$ cat config.mk
export PLATFORM = sky130hd
export DESIGN_NAME = gmp_cell
export DESIGN_NICKNAME = d
export VERILOG_FILES = /design/src/hdl/gmp_pkg.sv /design/src/hdl/gmp_cell.sv
export SDC_FILE = /design/constraint.sdc
export NUM_CORES = 1
export LEC_CHECK = 0
export BUFFER_PORTS_ARGS = -buffer_cell sky130_fd_sc_hd__buf_2
export CAP_MARGIN = 20
export CORE_ASPECT_RATIO = 0.7
export CORE_MARGIN = 2
export CORE_UTILIZATION = 47
export DETAILED_ROUTE_END_ITERATION = 12
export GPL_TIMING_DRIVEN = 0
export PLACE_DENSITY = 0.82
export SETUP_SLACK_MARGIN = 0.02
export SYNTH_ARGS = -nofsm -noshare
export SYNTH_HDL_FRONTEND = slang
export SYNTH_SLANG_ARGS = --single-unit
$ cat constraint.sdc
create_clock -name vclk -period 5.4
set_input_delay 1.08 -clock vclk [all_inputs]
set_output_delay 1.08 -clock vclk [all_outputs]
set_load 0.1 [all_outputs]
$ cat src/hdl/gmp_pkg.sv
package gmp_pkg;

  localparam int unsigned MaxColsDef = 256;
  localparam int unsigned MaxRowsDef = 1024;

  localparam int unsigned CountW   = 12;
  localparam int unsigned ValueW   = 24;
  localparam int unsigned NumRowsW = 11;
  localparam int unsigned NumColsW = 9;
  localparam int unsigned CfgDataW = 11;
  localparam int unsigned CfgIdxW  = 2;

  localparam logic [ValueW-1:0] ValueMax = {ValueW{1'b1}};

  typedef enum logic [CfgIdxW-1:0] {
    CfgNumRows = 2'd0,
    CfgNumCols = 2'd1
  } cfg_idx_e;

  // position of a cell inside the matrix
  typedef struct packed {
    logic first_row;
    logic first_col;
    logic last_row;
    logic last_col;
  } cell_pos_t;

endpackage

$ cat src/hdl/gmp_cell.sv
module gmp_cell (
  input  logic [gmp_pkg::CountW-1:0] count_i,
  input  logic [gmp_pkg::ValueW-1:0] up_i,
  input  logic [gmp_pkg::ValueW-1:0] left_i,
  input  gmp_pkg::cell_pos_t         pos_i,
  output logic [gmp_pkg::ValueW-1:0] value_o
);
  import gmp_pkg::*;

  logic [ValueW:0]   sum;
  logic [ValueW-1:0] sat;
  logic [ValueW-1:0] count_ext;
  logic [ValueW-1:0] cand;

  always_comb begin
    count_ext = ValueW'(count_i);
    sum       = {1'b0, up_i} + (ValueW + 1)'(count_i);
    sat       = sum[ValueW] ? ValueMax : sum[ValueW-1:0];
    // first row runs a minimum over counts, later rows add the upper value
    cand      = pos_i.first_row ? count_ext : sat;
    if (pos_i.first_col) begin
      value_o = cand;
    end else begin
      value_o = (left_i < cand) ? left_i : cand;
    end
  end

endmodule

==> run summary <==
Status: complete, but fails checks
Slowest CP cell: a221oi_4
All-layer global routing usage: 0.335
Sequential cells: 0
Setup Slack @ Placement: -1.18 ns
Min Hold Slack: 2.61 ns
Final setup fails: 24
Final min period: 6.60 ns
Area grow syn2layout: 93.9%
Fill count: 114
# Max-Cap Violations: 0
Final Max Slew Viols: 0
# placed instances: 406
Final hold violation count: 0
GRT overflow: 0
ANT cells: 0
Pwr Total: 782 uW
GPL Wtd Cong: 0.867
Number of global-route vias before repair: 2,751
Required time of the critical path: 4.32 ns
# IOs: 88
Crit path kind: in2out
Yosys top cell by area: ha_1
Cells after Synth: 266
M1 GR Usage: 0.422
Row cnt: 20
Initial core utilization: 0.485
CP dominant cell by count: buf_12
Die ar.: 5030 um2
Routed WL per cell: 29.2 um
DIE WIDTH: 83.9 um
Sw power: 469 uW
Max VDD drop: 0.000197 V
Hold crit path type: in2out
Crit-path max cell delay: 0.47 ns
WP data arrival: 5.52 ns
Failing checks: negative setup slack
RSZ-0062 raised after global routing: yes
WL final: 12,800 um
Clk_buf instances: 0
Pin slew with the least headroom to its limit: 1.10 ns
DR iter-0 viols: 412
Clock share of power: 0
Placed inst area: 2970 um2
Flop pwr share: 0
# DRC: 0
Power Density: 192 nW/um2
Critical path endpoint: value_o[8]
Cell Int Power: 313 uW
Syn avg cell area: 7.90 um2
Antenna violations before repair: 0
Synthesized area: 2100 um2
Ratio of final minimum period to clock period: 1.22
FF/Latch Area: 0 um2
CP Max Fanout: 5
Drt via density: 7.45
Syn Nets: 366
Relative slew slack: 0.268
Global Route met2 Usage: 0.609
Switching share of total power: 0.600
Crit start category: input pin
Die span in y: 59.9 um
Synth top area cells: ha_1, mux2i_1, inv_1, a21oi_1, xnor2_1
Area of the multi-input gates: 2700 um2
Top-area cell type share of the netlist area: 0.208
Max Clock Freq: 151 MHz
Total number of vias: 3,279
Grt peak-use layer: met2
CP endpoint kind: output pin
Final Non-Filler Cells: 440
Dpl hpwl: 5440 um
Met3 Use GR: 0.0331
Static Leak: 0.00169 uW
Final WS setup: -1.20 ns
Crit path launch: count_i[0]
Register area share after synthesis: 0
Pin count of the biggest net entering global routing: 11
Final Cell Area: 4070 um2
First-pass GRT wire length: 13,500 um
Synthesis warning total: 0
Combinational share of power: 1.000
Library cells used by synthesis: 58
Layout Nets: 487
Iteration count of the initial detailed-routing pass: 6
Critical path, cell by cell: buf_8 -> ha_4 -> fa_2 -> a21oi_2 -> o22ai_1 -> o211ai_1 -> o21ai_1 -> xor2_1 -> o31ai_2 -> ha_1 -> nand4_1 -> nor2_1 -> a211oi_2 -> a221oi_4 -> nor2_8 -> buf_12 -> buf_12 -> buf_16 -> mux2i_4 -> buf_12
Layout cells sized above 1: 0.603
Detail Route Antenna Nets: 0
Hold path startpoint: left_i[1]
PortBufs: 85
Core area: 4330 um2
## logic make-up (layout without fill, tap and decap cells)
group | Yosys count | in the layout | share of synthesized area
muxes | 24 | 24 | 0.115
buffers and inverters | 35 | 154 | 0.0756
AOI/OAI and AO/OA | 83 | 83 | 0.306
xor gates and xnor gates | 12 | 12 | 0.0500
and+or+nand+nor | 76 | 76 | 0.236
adders and majority gates | 36 | 36 | 0.218
## per-layer routing
layer,share of wire,wire length (um),vias to the layer above
met5,0,0,-
met4,0.093,1190,0
met3,0.12,1590,134
met2,0.44,5630,389
met1,0.34,4420,1488
li1,-,-,1268
## cells in the mapped netlist (all sizes together) (4+ instances only)
master / instances
nor3: 5
a211oi: 9
nand2: 8
and3: 6
a21oi: 21
nand2b: 4
o21ai: 16
mux2i: 23
inv: 28
o22ai: 4
or3: 9
nand3: 9
o31ai: 4
buf: 4
nor2: 12
xnor2: 9
a21o: 10
ha: 35
nand4: 10
## layout make-up
type / instances / area share
multi-input combinational: 231 / 0.663
timing repair buffer: 119 / 0.275
buffer: 7 / 0.0184
tap: 55 / 0.0169
inverter: 28 / 0.0258
## cells in the final DEF (no fill, tap or decap), types with 6 or more instances in the layout
cell type,instances
ha_1,18
o21ai_2,6
nand2_1,7
ha_4,12
buf_12,28
and3_1,6
a21o_1,10
a21oi_1,10
nor2_1,8
inv_1,28
nand4_1,9
xnor2_1,7
a21oi_2,9
buf_2,60
o21ai_1,6
or3_1,7
mux2i_4,21
buf_4,28
## worst min path at each step
stage	endpoint	slack, ns	cells past startpoint
2_1_floorplan	value_o[10]	2.46	2
3_3_place_gp	value_o[17]	2.69	4
3_5_place_dp	value_o[17]	2.70	4
4_1_cts	value_o[10]	2.59	4
5_1_grt	value_o[22]	2.62	4
6_report	value_o[1]	2.61	4
## metrics by stage
step / utilization / TNS [ns]
finish: 0.941 / -26.74
global route: 0.941 / -27.40
CTS: 0.854 / -16.82
detailed placement: 0.686 / -27.12
global placement: 0.686 / -26.44
floorplan: - / -17.00
## critical path: cells and delay by family
family	cells	cell delay (ns)
buf+inv	5	0.71
simple gates	3	0.69
compound gates	7	1.79
xor+xnor	1	0.22
fa+ha+maj	3	0.81
mux	1	0.21
## power by group through the flow
stage               Clock (uW)  Sequential [uW]  Combinational (uW)
finish                       0                0                 782
global route                 0                0                 790
CTS                          0                0                 652
detailed placement           0                0                 516
global placement             0                0                 507
floorplan                    0                0                 422
## repair_timing
item,in CTS,in global routing
gates resized for setup,119,52
buffers inserted,17,17
pin swaps,14,30
hold buffers,0,0
endpoints found under the setup margin,24,24
gates cloned,2,0
Note: power is estimated with default switching activity, not from simulation.
