`src/hdl/gmp_pkg.sv`:
```
package gmp_pkg;

  localparam int unsigned MaxColsDef = 256;
  localparam int unsigned MaxRowsDef = 1024;

  localparam int unsigned CountW   = 12;
  localparam int unsigned ValueW   = 24;
  localparam int unsigned NumRowsW = 11;
  localparam int unsigned NumColsW = 9;
  localparam int unsigned CfgDataW = 11;
  localparam int unsigned CfgIdxW  = 2;

  localparam logic [ValueW-1:0] ValueMax = {ValueW{1'b1}};

  typedef enum logic [CfgIdxW-1:0] {
    CfgNumRows = 2'd0,
    CfgNumCols = 2'd1
  } cfg_idx_e;

  // position of a cell inside the matrix
  typedef struct packed {
    logic first_row;
    logic first_col;
    logic last_row;
    logic last_col;
  } cell_pos_t;

endpackage

```
`src/hdl/gmp_index.sv`:
```
module gmp_index #(
  parameter int unsigned MAX_ROWS = gmp_pkg::MaxRowsDef,
  parameter int unsigned MAX_COLS = gmp_pkg::MaxColsDef,
  localparam int unsigned RowW = (MAX_ROWS > 1) ? $clog2(MAX_ROWS) : 1,
  localparam int unsigned ColW = (MAX_COLS > 1) ? $clog2(MAX_COLS) : 1
) (
  input  logic                           clk_i,
  input  logic                           rst_ni,
  input  logic                           cfg_we_i,
  input  logic [gmp_pkg::CfgIdxW-1:0]    cfg_index_i,
  input  logic [gmp_pkg::CfgDataW-1:0]   cfg_data_i,
  input  logic                           step_i,
  output logic [ColW-1:0]                col_o,
  output gmp_pkg::cell_pos_t             pos_o
);
  import gmp_pkg::*;

  localparam int unsigned RCmpW = (NumRowsW > RowW + 1) ? NumRowsW : RowW + 1;
  localparam int unsigned CCmpW = (NumColsW > ColW + 1) ? NumColsW : ColW + 1;

  logic [NumRowsW-1:0] num_rows_q;
  logic [NumColsW-1:0] num_cols_q;
  logic [RowW-1:0]     row_q, row_d;
  logic [ColW-1:0]     col_q, col_d;

  logic [RCmpW-1:0] rows_eff, row_next;
  logic [CCmpW-1:0] cols_eff, col_next;

  // configuration registers
  always_ff @(posedge clk_i or negedge rst_ni) begin
    if (!rst_ni) begin
      num_rows_q <= NumRowsW'(1);
      num_cols_q <= NumColsW'(1);
    end else if (cfg_we_i) begin
      case (cfg_idx_e'(cfg_index_i))
        CfgNumRows: num_rows_q <= cfg_data_i[NumRowsW-1:0];
        CfgNumCols: num_cols_q <= cfg_data_i[NumColsW-1:0];
        default: ;
      endcase
    end
  end

  // zero counts as one, oversize clamps to the maximum
  always_comb begin
    if (num_rows_q == '0) begin
      rows_eff = RCmpW'(1);
    end else if (RCmpW'(num_rows_q) > RCmpW'(MAX_ROWS)) begin
      rows_eff = RCmpW'(MAX_ROWS);
    end else begin
      rows_eff = RCmpW'(num_rows_q);
    end
    if (num_cols_q == '0) begin
      cols_eff = CCmpW'(1);
    end else if (CCmpW'(num_cols_q) > CCmpW'(MAX_COLS)) begin
      cols_eff = CCmpW'(MAX_COLS);
    end else begin
      cols_eff = CCmpW'(num_cols_q);
    end
  end

  always_comb begin
    row_next        = RCmpW'(row_q) + RCmpW'(1);
    col_next        = CCmpW'(col_q) + CCmpW'(1);
    pos_o.first_row = (row_q == '0);
    pos_o.first_col = (col_q == '0);
    pos_o.last_row  = (row_next >= rows_eff);
    pos_o.last_col  = (col_next >= cols_eff);
    row_d = row_q;
    col_d = col_q;
    if (pos_o.last_col) begin
      col_d = '0;
      row_d = pos_o.last_row ? '0 : row_next[RowW-1:0];
    end else begin
      col_d = col_next[ColW-1:0];
    end
  end

  always_ff @(posedge clk_i or negedge rst_ni) begin
    if (!rst_ni) begin
      row_q <= '0;
      col_q <= '0;
    end else if (step_i) begin
      row_q <= row_d;
      col_q <= col_d;
    end
  end

  assign col_o = col_q;

endmodule

```
`config.mk`:
```
export PLATFORM = sky130hd
export DESIGN_NAME = gmp_index
export DESIGN_NICKNAME = d
export VERILOG_FILES = /design/src/hdl/gmp_pkg.sv /design/src/hdl/gmp_index.sv
export SDC_FILE = /design/constraint.sdc
export NUM_CORES = 1
export LEC_CHECK = 0
export ABC_AREA = 1
export BUFFER_PORTS_ARGS = -buffer_cell sky130_fd_sc_hd__buf_2
export CAP_MARGIN = 0
export CORE_MARGIN = 5
export CORE_UTILIZATION = 30
export CTS_CLUSTER_DIAMETER = 80
export DETAILED_ROUTE_END_ITERATION = 16
export HOLD_SLACK_MARGIN = 0.12
export PLACE_DENSITY_LB_ADDON = 0.15
export SLEW_MARGIN = 20
export SYNTH_ARGS = -nofsm -noshare
export SYNTH_HDL_FRONTEND = slang
export SYNTH_SLANG_ARGS = --single-unit
```
`constraint.sdc`:
```
create_clock -name clk_i -period 7.2 [get_ports clk_i]
set_input_delay 2.16 -clock clk_i [delete_from_list [all_inputs] [get_ports clk_i]]
set_output_delay 2.16 -clock clk_i [all_outputs]
set_load 0.02 [all_outputs]
```
==> parameters.txt <==
Parameter                              Value

Timing
  Post-route minimum period    5.16 ns
  Worst slack on hold paths    0.501 ns
  Fmax    194 MHz
  Worst Clk Skew    0.00766 ns
  Setup repair after global routing missed its margin    false
  Least-Margin Pin Slew    0.879 ns
  Final clock period utilization by the worst path    71.7%
  Hold Fails Final Rpt    0
  Number of slew-limit violations in the final report    0
  Minimum setup slack in the final design    2.04 ns
  Final setup TNS    0 ns
  Final setup violation count    0
  Worst-case headroom to the max-slew limit    41.4%

Routing
  Drt via density    4.53
  Overall via count from detail_route    2225
  Post-route DRC violation count    0
  DRC marker count from the first detailed-route iteration    90
  Final routed wirelength across all metal layers    5.90 mm
  DRT Pass-1 Iters    4
  Remaining number of nets flagged by the antenna check after routing    0
  Drt wl/cell    12.0 um

Global route
  GRT Overall Usage    11.6%
  Largest net degree at the start of global routing    39
  Number of antenna violations at the first check in global routing    0
  Final global-route overflow total    0
  Wire length of the first global-routing pass    10.6 mm
  Via count of the first global-routing pass    2169

Final layout
  Footprint of the multi-input gates    0.00146 mm^2
  Non-filler instance count after layout    491
  Ant. Diodes    0
  Layout cells sized above 1    15.7%
  Total Nets Final    424
  Number of filler cells placed in the layout    958
  Area grow syn2layout    12.0%
  Register area    953 um^2

Power
  Leakage power    1.57 nW
  P_int    0.470 mW
  Largest voltage drop on the vdd net    0.0901 mV
  Post-route total power    0.847 mW
  Sequential group share of total power    35.3%
  Total power density per cell area    285 mW/mm^2
  Gate power share    47.0%
  Power spent charging and discharging nets    0.376 mW
  Power share of the clock group    17.7%
  Switch share    44.4%

Clocking
  Clock Sink Count    38
  Clock-pin slew reported for the worst setup and hold paths after clock tree synthesis    0.08 ns
  TritonCTS clock tree    built
  Clock root cell    clkbuf_8
  Clk_lat worst skew    0.28 ns
  CTS H-tree depth    2
  Maximum buffer depth of the clock tree    2
  Num CTS Buffers    5
  Number of buffers added to fix hold violations after cts    0
  Setup Fix Bufs, Post-CTS    0
  Post-CTS resize count    0

Synth
  Area share of and/or/nand/nor cells after synthesis    30.9%
  Post-synthesis cell area    0.00265 mm^2
  Register bit total from synthesis    38
  Warnings from Yosys    0
  Net count after synthesis    396
  Largest family of logic cells by synthesized area    simple AND/OR/NAND/NOR gates
  Synth Instances    355
  Post-synthesis cell type count    34
  Share of synthesized cell area in full adder, half adder and majority cells    11.3%
  Post-synthesis xor/xnor area fraction    2.92%
  Mux contribution to synthesized area    0.425%
  Fraction of the yosys area taken by sequential cells    35.9%
  Syn Area/Cell    7.47 um^2
  Area fraction in compound gates after synthesis    9.29%

Die
  Initial core utilization    30.6%
  Core region area    0.00868 mm^2
  Vertical extent of the die    104 um
  Full die area    0.0108 mm^2
  Horizontal extent of the die    104 um
  Top-Level Pins    29
  Standard-cell rows    34

Placed design
  Final Wtd Congestion    0.804
  Detail Placement HPWL    4.61 mm
  Number of instances in the placed design    484
  Post-placement worst setup slack    2.32 ns
  IO Port Bufs    28

Worst setup path
  Largest stage delay on the critical path    0.54 ns
  Type of origin of the critical path    flop
  Critical path capture point type    primary output
  Cell-by-cell listing of the critical path    ha_1, nand2_2, nor3_2, nand3_1, nor2_1, ha_1, a21o_1, nor2_1, nand2_1, nor2_1, nand2_1, buf_2
  Critical path fanouts, max    11
  Cell with the biggest individual delay on the critical path    nor2_1
  Data arrival, critical path    3.00 ns
  Most common cell type on the critical path    nor2_1
  Critical Path RT    5.04 ns
  Crit Path Category    flop to primary output

Run status
  Status    finished, final reports clean

Job
  Max-cap violations    0

Hold path
  Hold Crit Class    flop to flop
==> power by group through the flow <==
stage	sequential [mW]	combinational [mW]	clock, mW
3_3_place_gp	0.303	0.401	0
2_1_floorplan	0.307	0.291	0
5_1_grt	0.308	0.466	0.166
4_1_cts	0.299	0.405	0.160
3_5_place_dp	0.303	0.402	0
6_report	0.299	0.398	0.150
==> Yosys cell counts <==
master | instances | area, um^2
nor3_1 | 1 | 5.00
clkbuf_8 | 1 | 13.8
nor2_1 | 26 | 97.6
nand2_1 | 95 | 357
nand3_2 | 3 | 30.0
nand3_1 | 29 | 145
a21oi_1 | 8 | 40.0
nor3_4 | 1 | 16.3
nand3b_1 | 2 | 15.0
nor3_2 | 2 | 20.0
dfrtp_1 | 36 | 901
o21ai_1 | 7 | 35.0
nand2_2 | 4 | 25.0
inv_2 | 2 | 7.51
clkbuf_1 | 4 | 15.0
nor4_1 | 2 | 12.5
ha_1 | 24 | 300
a21o_1 | 1 | 7.51
buf_4 | 2 | 15.0
o21ai_0 | 26 | 130
inv_1 | 49 | 184
mux2_2 | 1 | 11.3
clkbuf_4 | 1 | 7.51
nand4_1 | 7 | 43.8
or2_2 | 1 | 6.26
xnor2_1 | 1 | 8.76
xor2_2 | 1 | 16.3
nor2_4 | 2 | 22.5
dfstp_2 | 2 | 52.6
o21bai_1 | 1 | 7.51
o21ai_2 | 3 | 26.3
or2_1 | 1 | 6.26
xor2_1 | 6 | 52.6
nor2_2 | 3 | 18.8
==> worst max-delay path, delay by kind of cell, from the launching register on <==
family,cells,cell delay [ns]
flip-flops,1,0.48
adder cells (fa/ha/maj),2,0.50
buffers and inverters,1,0.19
AND/OR/NAND/NOR,8,1.38
AO/OA/AOI/OAI,1,0.18
==> cell families after synthesis <==
logic type,after synthesis
buffers and inverters,59
muxes,1
AOI/OAI and AO/OA,46
adders and majority gates,24
and+or+nand+nor,179
xor gates and xnor gates,8
DFF,38
==> routing by layer <==
metal	vias to the layer above	GRT usage (%)	share of wire [%]
li1	1197	-	-
met1	978	17.3	53
met2	44	17.1	42
met3	6	1.61	3.7
met4	0	3.61	1.3
met5	-	0	0
==> state kept, by name, summed over array words and instances, names as in the netlist <==
register / flops
col_o: 8
num_cols_q: 9
num_rows_q: 11
row_q: 10
==> stage by stage <==
stage	instance area, um^2	utilization [%]
detailed placement	2880	33.2
global placement	2880	33.2
floorplan	2650	-
finish	2970	34.2
CTS	2970	34.2
global route	2970	34.2
==> path summary, 6_finish.rpt <==
kind                               start       endpoint  slack [ns]  cells past startpoint
max                             row_q[0]       pos_o[1]        2.04                     12
min                        num_rows_q[0]  num_rows_q[0]        0.50                      2
max reg2reg                     row_q[0]       row_q[7]        4.34                     12
min reg2reg                num_rows_q[0]  num_rows_q[0]        0.50                      2
max in group asynchronous         rst_ni  num_rows_q[6]        4.66                      1
min in group asynchronous         rst_ni       col_o[0]        1.99                      1
==> cells in the final DEF, fill, tap and decap left out, types with 8 or more instances in the layout <==
cell	n
nand2_1	95
inv_1	49
dfrtp_1	36
nand3_1	29
buf_2	28
nor2_1	26
o21ai_0	26
ha_1	24
a21oi_1	8
==> cell type report <==
type                    count  area share, %
clock buffers               7           2.91
inverters                  51           6.44
multi-input cells         258           49.0
flip-flops and latches     38           32.1
well taps                 108           4.55
repair buffers             29           4.97
Note: power is estimated with default switching activity, not from simulation.
